--- config.mk ---
export PLATFORM = sky130hd
export DESIGN_NAME = key_press_repeat_release_tracker_unit
export DESIGN_NICKNAME = d
export VERILOG_FILES = /design/src/rtl/kprt_pkg.sv /design/src/rtl/kprt_datapath.sv /design/src/rtl/kprt_controller.sv /design/src/rtl/key_press_repeat_release_tracker_unit.sv
export SDC_FILE = /design/constraint.sdc
export NUM_CORES = 2
export LEC_CHECK = 0
export BUFFER_PORTS_ARGS = -buffer_cell sky130_fd_sc_hd__buf_4
export CAP_MARGIN = 15
export CORE_ASPECT_RATIO = 1.1
export CORE_MARGIN = 2
export CORE_UTILIZATION = 53
export CTS_CLUSTER_SIZE = 25
export DETAILED_ROUTE_END_ITERATION = 16
export GPL_TIMING_DRIVEN = 1
export PLACE_DENSITY_LB_ADDON = 0.08
export SLEW_MARGIN = 40
export SYNTH_ARGS = -nofsm -noshare
export SYNTH_HDL_FRONTEND = slang
export SYNTH_HIERARCHICAL = 1
export SYNTH_SLANG_ARGS = --single-unit
--- constraint.sdc ---
create_clock -name clk -period 20 [get_ports clk]
set_input_delay 1 -clock clk [delete_from_list [all_inputs] [get_ports clk]]
set_output_delay 1 -clock clk [all_outputs]
set_load 0.05 [all_outputs]
--- src/rtl/kprt_pkg.sv ---
// Shared types, constants and helpers for the key press/repeat/release tracker.
// No dependencies; imported by every module of the block.
package kprt_pkg;

  localparam int NUM_KEYS   = 16;
  localparam int KEY_SLOTS  = 16;
  localparam int TRACK_KEYS = (NUM_KEYS < KEY_SLOTS) ? NUM_KEYS : KEY_SLOTS;
  localparam int KEY_W      = 4;
  localparam int MASK_W     = 16;
  localparam int TIME_W     = 32;
  localparam int CFG_W      = 16;
  localparam int CFG_IDX_W  = 1;

  localparam logic [CFG_W-1:0] RESET_DELAY    = 16'd200;
  localparam logic [CFG_W-1:0] RESET_INTERVAL = 16'd60;

  localparam logic [CFG_IDX_W-1:0] REG_DELAY    = 1'b0;
  localparam logic [CFG_IDX_W-1:0] REG_INTERVAL = 1'b1;

  typedef enum logic [1:0] {
    EV_PRESS   = 2'd0,
    EV_REPEAT  = 2'd1,
    EV_RELEASE = 2'd2
  } kprt_event_t;

  // Controller to datapath.
  typedef struct packed {
    logic             load;    // input transfer this cycle
    logic             commit;  // apply the current key's update
    logic             flush;   // move held event out as the last of the poll
    logic [KEY_W-1:0] key;     // key under evaluation
    logic [KEY_W-1:0] rd_key;  // deadline entry to fetch for next cycle
  } kprt_cmd_t;

  // Datapath to controller.
  typedef struct packed {
    logic emit;        // current key causes an event
    logic pend_valid;  // one event held back, waiting for its last flag
    logic out_free;    // output register can take an event this cycle
  } kprt_sts_t;

  // Strictly past: wrapped difference nonzero and positive as signed.
  function automatic logic time_past(input logic [TIME_W-1:0] now,
                                     input logic [TIME_W-1:0] deadline);
    logic [TIME_W-1:0] d;
    d = now - deadline;
    return (d != '0) && !d[TIME_W-1];
  endfunction

endpackage

--- src/rtl/kprt_datapath.sv ---
// Datapath: configuration, poll registers, deadline memory, held-key mask,
// held-back event and output register. Depends on kprt_pkg.
module kprt_datapath
  import kprt_pkg::*;
(
  input  logic                 clk,
  input  logic                 rst_n,
  input  logic                 cfg_we,
  input  logic [CFG_IDX_W-1:0] cfg_index,
  input  logic [CFG_W-1:0]     cfg_wdata,
  input  logic [MASK_W-1:0]    in_key_mask,
  input  logic [TIME_W-1:0]    in_time_now,
  input  logic                 out_ready,
  output logic                 out_valid,
  output logic [KEY_W-1:0]     out_key_index,
  output logic [1:0]           out_event_kind,
  output logic                 out_last_event,
  input  kprt_cmd_t            cmd,
  output kprt_sts_t            sts
);

  logic [CFG_W-1:0]    delay_r, interval_r;
  logic [MASK_W-1:0]   mask_r;
  logic [TIME_W-1:0]   now_r, press_base_r, rep_base_r;
  logic [MASK_W-1:0]   held_r;

  // Each entry: {press deadline, repeat deadline}.
  logic [2*TIME_W-1:0] dl_mem [KEY_SLOTS];
  logic [2*TIME_W-1:0] rdata_r;
  logic [TIME_W-1:0]   press_dl, rep_dl;

  logic                pend_valid_r;
  logic [KEY_W-1:0]    pend_key_r;
  logic [1:0]          pend_kind_r;

  logic                out_valid_r, out_last_r;
  logic [KEY_W-1:0]    out_key_r;
  logic [1:0]          out_kind_r;

  logic                cur, prev, emit, wr_en;
  logic [1:0]          kind;
  logic [2*TIME_W-1:0] wdata;
  logic                out_free, push;

  assign press_dl = rdata_r[2*TIME_W-1:TIME_W];
  assign rep_dl   = rdata_r[TIME_W-1:0];
  assign cur      = mask_r[cmd.key];
  assign prev     = held_r[cmd.key];

  always_comb begin
    emit  = 1'b0;
    wr_en = 1'b0;
    kind  = EV_PRESS;
    wdata = rdata_r;
    if (cur && !prev) begin
      emit  = 1'b1;
      wr_en = 1'b1;
      kind  = EV_PRESS;
      wdata = {press_base_r, press_base_r + TIME_W'(interval_r)};
    end else if (cur && prev) begin
      if (time_past(now_r, rep_dl) && time_past(now_r, press_dl)) begin
        emit  = 1'b1;
        wr_en = 1'b1;
        kind  = EV_REPEAT;
        wdata = {press_dl, rep_base_r};
      end
    end else if (!cur && prev) begin
      emit = 1'b1;
      kind = EV_RELEASE;
    end
  end

  assign out_free = !out_valid_r || out_ready;
  // A newer event pushes the held one out with last cleared.
  assign push     = (cmd.commit && emit && pend_valid_r) || cmd.flush;

  assign sts.emit       = emit;
  assign sts.pend_valid = pend_valid_r;
  assign sts.out_free   = out_free;

  always_ff @(posedge clk) begin
    if (!rst_n) begin
      delay_r    <= RESET_DELAY;
      interval_r <= RESET_INTERVAL;
    end else if (cfg_we) begin
      unique case (cfg_index)
        REG_DELAY:    delay_r    <= cfg_wdata;
        REG_INTERVAL: interval_r <= cfg_wdata;
        default:      ;
      endcase
    end
  end

  // Poll registers; deadline bases are formed at the transfer.
  always_ff @(posedge clk) begin
    if (cmd.load) begin
      mask_r       <= in_key_mask;
      now_r        <= in_time_now;
      press_base_r <= in_time_now + TIME_W'(delay_r);
      rep_base_r   <= in_time_now + TIME_W'(interval_r);
    end
  end

  always_ff @(posedge clk) begin
    if (cmd.commit && wr_en) begin
      dl_mem[cmd.key] <= wdata;
    end
    rdata_r <= dl_mem[cmd.rd_key];
  end

  always_ff @(posedge clk) begin
    if (!rst_n) begin
      held_r <= '0;
    end else if (cmd.commit && emit) begin
      held_r[cmd.key] <= cur;
    end
  end

  always_ff @(posedge clk) begin
    if (!rst_n) begin
      pend_valid_r <= 1'b0;
    end else if (cmd.commit && emit) begin
      pend_valid_r <= 1'b1;
    end else if (cmd.flush) begin
      pend_valid_r <= 1'b0;
    end
  end

  always_ff @(posedge clk) begin
    if (cmd.commit && emit) begin
      pend_key_r  <= cmd.key;
      pend_kind_r <= kind;
    end
  end

  always_ff @(posedge clk) begin
    if (!rst_n) begin
      out_valid_r <= 1'b0;
    end else if (push) begin
      out_valid_r <= 1'b1;
    end else if (out_ready) begin
      out_valid_r <= 1'b0;
    end
  end

  always_ff @(posedge clk) begin
    if (push) begin
      out_key_r  <= pend_key_r;
      out_kind_r <= pend_kind_r;
      out_last_r <= cmd.flush;
    end
  end

  assign out_valid      = out_valid_r;
  assign out_key_index  = out_key_r;
  assign out_event_kind = out_kind_r;
  assign out_last_event = out_last_r;

endmodule

--- src/rtl/kprt_controller.sv ---
// Controller: walks the tracked keys once per poll and sequences the datapath.
// Depends on kprt_pkg.
module kprt_controller
  import kprt_pkg::*;
(
  input  logic      clk,
  input  logic      rst_n,
  input  logic      in_valid,
  output logic      in_ready,
  output kprt_cmd_t cmd,
  input  kprt_sts_t sts
);

  typedef enum logic [1:0] {
    ST_IDLE,
    ST_EVAL,
    ST_FLUSH
  } state_t;

  state_t           state_r, state_nxt;
  logic [KEY_W-1:0] key_r, key_nxt;
  logic             stall, last_key;

  assign last_key = (key_r == KEY_W'(TRACK_KEYS - 1));
  // Both the held event and the new one need a slot: wait for the output.
  assign stall    = sts.emit && sts.pend_valid && !sts.out_free;

  always_comb begin
    state_nxt  = state_r;
    key_nxt    = key_r;
    in_ready   = 1'b0;
    cmd        = '0;
    cmd.key    = key_r;
    cmd.rd_key = '0;
    unique case (state_r)
      ST_IDLE: begin
        in_ready = 1'b1;
        cmd.load = in_valid;
        if (in_valid) begin
          state_nxt = ST_EVAL;
          key_nxt   = '0;
        end
      end
      ST_EVAL: begin
        cmd.commit = !stall;
        cmd.rd_key = stall ? key_r : key_r + KEY_W'(1);
        if (!stall) begin
          if (last_key) begin
            state_nxt = ST_FLUSH;
          end else begin
            key_nxt = key_r + KEY_W'(1);
          end
        end
      end
      ST_FLUSH: begin
        if (!sts.pend_valid) begin
          state_nxt = ST_IDLE;
        end else if (sts.out_free) begin
          cmd.flush = 1'b1;
          state_nxt = ST_IDLE;
        end
      end
      default: state_nxt = ST_IDLE;
    endcase
  end

  always_ff @(posedge clk) begin
    if (!rst_n) begin
      state_r <= ST_IDLE;
      key_r   <= '0;
    end else begin
      state_r <= state_nxt;
      key_r   <= key_nxt;
    end
  end

endmodule

--- src/rtl/key_press_repeat_release_tracker_unit.sv ---
// Top level of the key press/repeat/release tracker: controller plus datapath.
// Depends on kprt_pkg, kprt_controller and kprt_datapath.
//
//   channel  direction  handshake            payload
//   in       input      in_valid/in_ready    in_key_mask, in_time_now
//   out      output     out_valid/out_ready  out_key_index, out_event_kind,
//                                            out_last_event
//   cfg      input      cfg_we               cfg_index, cfg_wdata
//
// A poll runs through the transfer, a walk of the keys through the deadline memory,
// and a final step that releases the final event.
// One event is held back until the next is found, so its last flag is known.
// The walk holds on a key with an event while one is already held back and the
// output register is full; the final release also waits for room there.
// Synchronous active-low reset clears the held-key mask, event flags and FSM state;
// the deadline memory needs no clearing since a key is pressed before it is read.
module key_press_repeat_release_tracker_unit
  import kprt_pkg::*;
(
  input  logic                 clk,
  input  logic                 rst_n,
  input  logic                 cfg_we,
  input  logic [CFG_IDX_W-1:0] cfg_index,
  input  logic [CFG_W-1:0]     cfg_wdata,
  input  logic                 in_valid,
  output logic                 in_ready,
  input  logic [MASK_W-1:0]    in_key_mask,
  input  logic [TIME_W-1:0]    in_time_now,
  output logic                 out_valid,
  input  logic                 out_ready,
  output logic [KEY_W-1:0]     out_key_index,
  output logic [1:0]           out_event_kind,
  output logic                 out_last_event
);

  kprt_cmd_t cmd;
  kprt_sts_t sts;

  kprt_controller u_ctrl (
    .clk      (clk),
    .rst_n    (rst_n),
    .in_valid (in_valid),
    .in_ready (in_ready),
    .cmd      (cmd),
    .sts      (sts)
  );

  kprt_datapath u_dp (
    .clk            (clk),
    .rst_n          (rst_n),
    .cfg_we         (cfg_we),
    .cfg_index      (cfg_index),
    .cfg_wdata      (cfg_wdata),
    .in_key_mask    (in_key_mask),
    .in_time_now    (in_time_now),
    .out_ready      (out_ready),
    .out_valid      (out_valid),
    .out_key_index  (out_key_index),
    .out_event_kind (out_event_kind),
    .out_last_event (out_last_event),
    .cmd            (cmd),
    .sts            (sts)
  );

`ifndef SYNTHESIS
  // A new poll never starts with an event still held from the previous one.
  a_idle_no_pending: assert property (@(posedge clk) disable iff (!rst_n)
    in_ready |-> !sts.pend_valid)
    else $error("poll accepted while an event is still held");

  // Pushing a held event out requires room in the output register.
  a_push_has_room: assert property (@(posedge clk) disable iff (!rst_n)
    (cmd.commit && sts.emit && sts.pend_valid) |-> sts.out_free)
    else $error("event pushed into a full output register");

  a_flush_valid: assert property (@(posedge clk) disable iff (!rst_n)
    cmd.flush |-> (sts.pend_valid && sts.out_free))
    else $error("flush without a held event or output room");

  // Every final event is followed by an idle controller.
  a_flush_to_idle: assert property (@(posedge clk) disable iff (!rst_n)
    cmd.flush |=> in_ready)
    else $error("controller not idle after final event");
`endif

endmodule
==> results.md <==
- Root Driver: clkbuf_16
- Max Clock Freq: 127 MHz
- Grt total ovfl: 0
- Slew of the pin with the lowest slew margin: 0.876 ns
- Initial DRC count: 3857
- Synth Flop Type: edfxtp_1
- Pin count of the biggest net entering global routing: 72
- Data required, critical path: 20.36 ns
- DRT Pass-1 Iters: 6
- CP Launch Type: flop
- Static leakage: 20.3 nW
- Post-DP Area: 0.0569 sq mm
- Routed vias/inst: 6.43
- Die area: 0.105 sq mm
- Detailed-route via count: 31314
- Register area share after synthesis: 68.1%
- Slowest cell on crit path: buf_4
- Gpl congestion: 0.996
- Clk_skew: 0.0394 ns
- Synth top area cells: edfxtp_1 (64%), mux4_2 (14%), dfxtp_1 (4.4%), ha_1 (2.6%), nand2_1 (1.4%)
- RSZ-0062 raised after global routing: no
- Vias in the first global route: 31136
- Hold Buf Count CTS: 0
- # Post-CTS Setup Buffers: 0
- Synth warn: 6
- CTS H-Tree Depth: 4
- Final setup vio count: 0
- Post-synth EDFFs: 1149
- Period Utilization, post-route: 39.3%
- Worst-Skew Late Latency: 0.76 ns
- Max_cap viols: 0
- First-pass GRT wire length: 211 mm
- Maximum fanout along the worst path: 34
- Clk sinks: 1269
- Reg2Reg Setup Slack: 12.14 ns
- Cells along the critical path: ha_1 > a21o_1 > a31oi_1 > o22ai_1 > a2111oi_2 > o2111ai_1 > nor4_1 > nand4_1 > or4_1 > o22a_1 > a21boi_0 > nor2b_1 > nand3b_2 > nor2b_1 > nand3b_1 > nor3_1 > nor2b_4 > buf_4 > buf_4
- Die W: 309 um
- Worst IR Drop VDD: 103 uV
- Crit path largest cell delay: 0.72 ns
- Outcome: complete, no violations
- Pwr dens: 101 mW/mm^2
- Netlist Area Pre-Place: 0.0542 sq mm
- Routed Antenna Nets: 0
- Share of cells above drive strength 1: 21.2%
- Final #Nets: 3565
- DRC: 0
- Initial antenna violation count: 13
- # IOs: 79
- Post-synth ARST share: 0%
- Fin crit period: 7.86 ns
- Maximum buffer depth of the clock tree: 3
- Initial Util: 53.2%
- Critical path class: flop to flop
- Syn nets: 3411
- Row cnt: 123
- Post-synth top area share: 63.7%
- Largest area contributor in the netlist: edfxtp_1
- WL final: 144 mm
- Total GRT Usage: 27.9%
- Avg Synthesized Cell Area: 16.8 sq um
- Slew headroom: 41.0%
- Final Cell Area: 0.0613 sq mm
- Fin util: 60.2%
- Post-DP HPWL: 88.8 mm
- Top cells by count, synth: edfxtp_1 (1149), mux4_2 (330), nand2_1 (206)
- Core box area: 0.102 sq mm
- CTS Buf Count: 132
- Arr. time, crit path: 8.21 ns
- Clock Pin Slew Worst Setup and Hold Paths: 0.06 ns
- P&R area growth vs syn: 13.1%
- IO buf count: 78
- Die Span Y: 339 um
- Distinct cells, synth: 86
- Final-report hold violation count: 0
- Type of the tightest min-delay check: flop to flop
- Most frequent cell after synthesis: edfxtp_1
- Synth Instances: 3225
- TritonCTS clock tree: done
- FF+latch count, synth: 1269
- Mean routed wirelength per cell: 29.7 um
- CTS resizes: 0
- Setup tns final: 0 ns
- Slew Viols, Final: 0
- Critical Path Sink Type: flop
## area by class of cell
type | instances | area (sq um)
diodes | 4 | 10.0
multi-input cells | 1704 | 16500
well taps | 1375 | 1720
inverters | 102 | 383
clock inverters | 59 | 699
flip-flops and latches | 1269 | 36900
fillers | 7478 | 40600
clock buffers | 185 | 3630
repair buffers | 170 | 1470
## power by group
group          internal, mW  switching, mW
sequential             3.02         0.0285
clock                  1.40           1.04
combinational         0.246          0.434
## through the flow
stage / hold WS (ns) / std cells / setup slack, ns / power, mW
2_1_floorplan: 0.400 / 3225 / 10.48 / 3.54
4_1_cts: 0.381 / 4861 / 12.29 / 6.21
5_1_grt: 0.398 / 4864 / 11.77 / 6.38
6_report: 0.425 / 4868 / 12.14 / 6.17
3_5_place_dp: 0.410 / 4617 / 12.39 / 3.77
3_3_place_gp: 0.407 / 4610 / 12.23 / 3.76
## state kept, by name, summed over array words and instances (netlist names), 4 cells and up
signal / cells
u_dp/held_r: 16
u_dp/mask_r: 16
u_dp/rdata_r: 64
u_dp/now_r: 32
u_dp/dl_mem: 1024
u_ctrl/key_r: 4
u_dp/rep_base_r: 32
u_dp/press_base_r: 32
u_dp/interval_r: 16
u_dp/pend_key_r: 4
u_dp/delay_r: 16
u_dp/out_key_index: 4
## logic make-up after synthesis
group | synth area share, %
AO/OA/AOI/OAI | 6.13
XOR/XNOR | 1.58
adder cells (fa/ha/maj) | 2.75
buffers and inverters | 1.86
flip-flops | 68.1
multiplexers | 13.9
AND/OR/NAND/NOR | 5.70
## worst paths after layout
path | endpoint | cells after the start | from
worst max-delay path | u_dp/dl_mem[8][16] | 19 | u_dp/now_r[20]
worst max register to register | u_dp/dl_mem[8][16] | 19 | u_dp/now_r[20]
worst min register to register | u_dp/out_key_index[1] | 0 | u_dp/pend_key_r[1]
worst min-delay path | u_dp/out_key_index[1] | 0 | u_dp/pend_key_r[1]
## placed cells by master, fill, tap and decap left out, types with 32 or more instances in the layout
cell type,Yosys,final
clkbuf_1,96,40
xor2_1,43,43
dfxtp_1,120,118
nand2_1,206,206
inv_1,101,101
a221o_1,32,32
mux4_2,330,330
nand3_1,38,38
o21ai_0,97,96
ha_1,111,111
a21o_1,35,35
xnor2_1,55,55
nor3_1,71,59
nor2_1,158,154
a21oi_1,136,136
clkbuf_16,0,132
edfxtp_1,1149,1149
buf_4,4,149
## worst max-delay path, delay by kind of cell, from the launching register on
kind / cells / cell delay (ns)
and+or+nand+nor: 9 / 3.05
AOI/OAI and AO/OA: 7 / 2.15
buffers and inverters: 2 / 1.28
adders and majority gates: 1 / 0.47
DFF: 1 / 0.44
## per-layer routing
| metal | share of wire (%) | up-vias | GRT usage [%] |
|---|---|---|---|
| li1 | - | 13224 | - |
| met5 | 0.064 | - | 0 |
| met2 | 48 | 1531 | 43.6 |
| met3 | 8.0 | 270 | 4.55 |
| met4 | 2.6 | 14 | 7.76 |
| met1 | 42 | 16275 | 40.9 |
(Power assumes the default switching activity.)
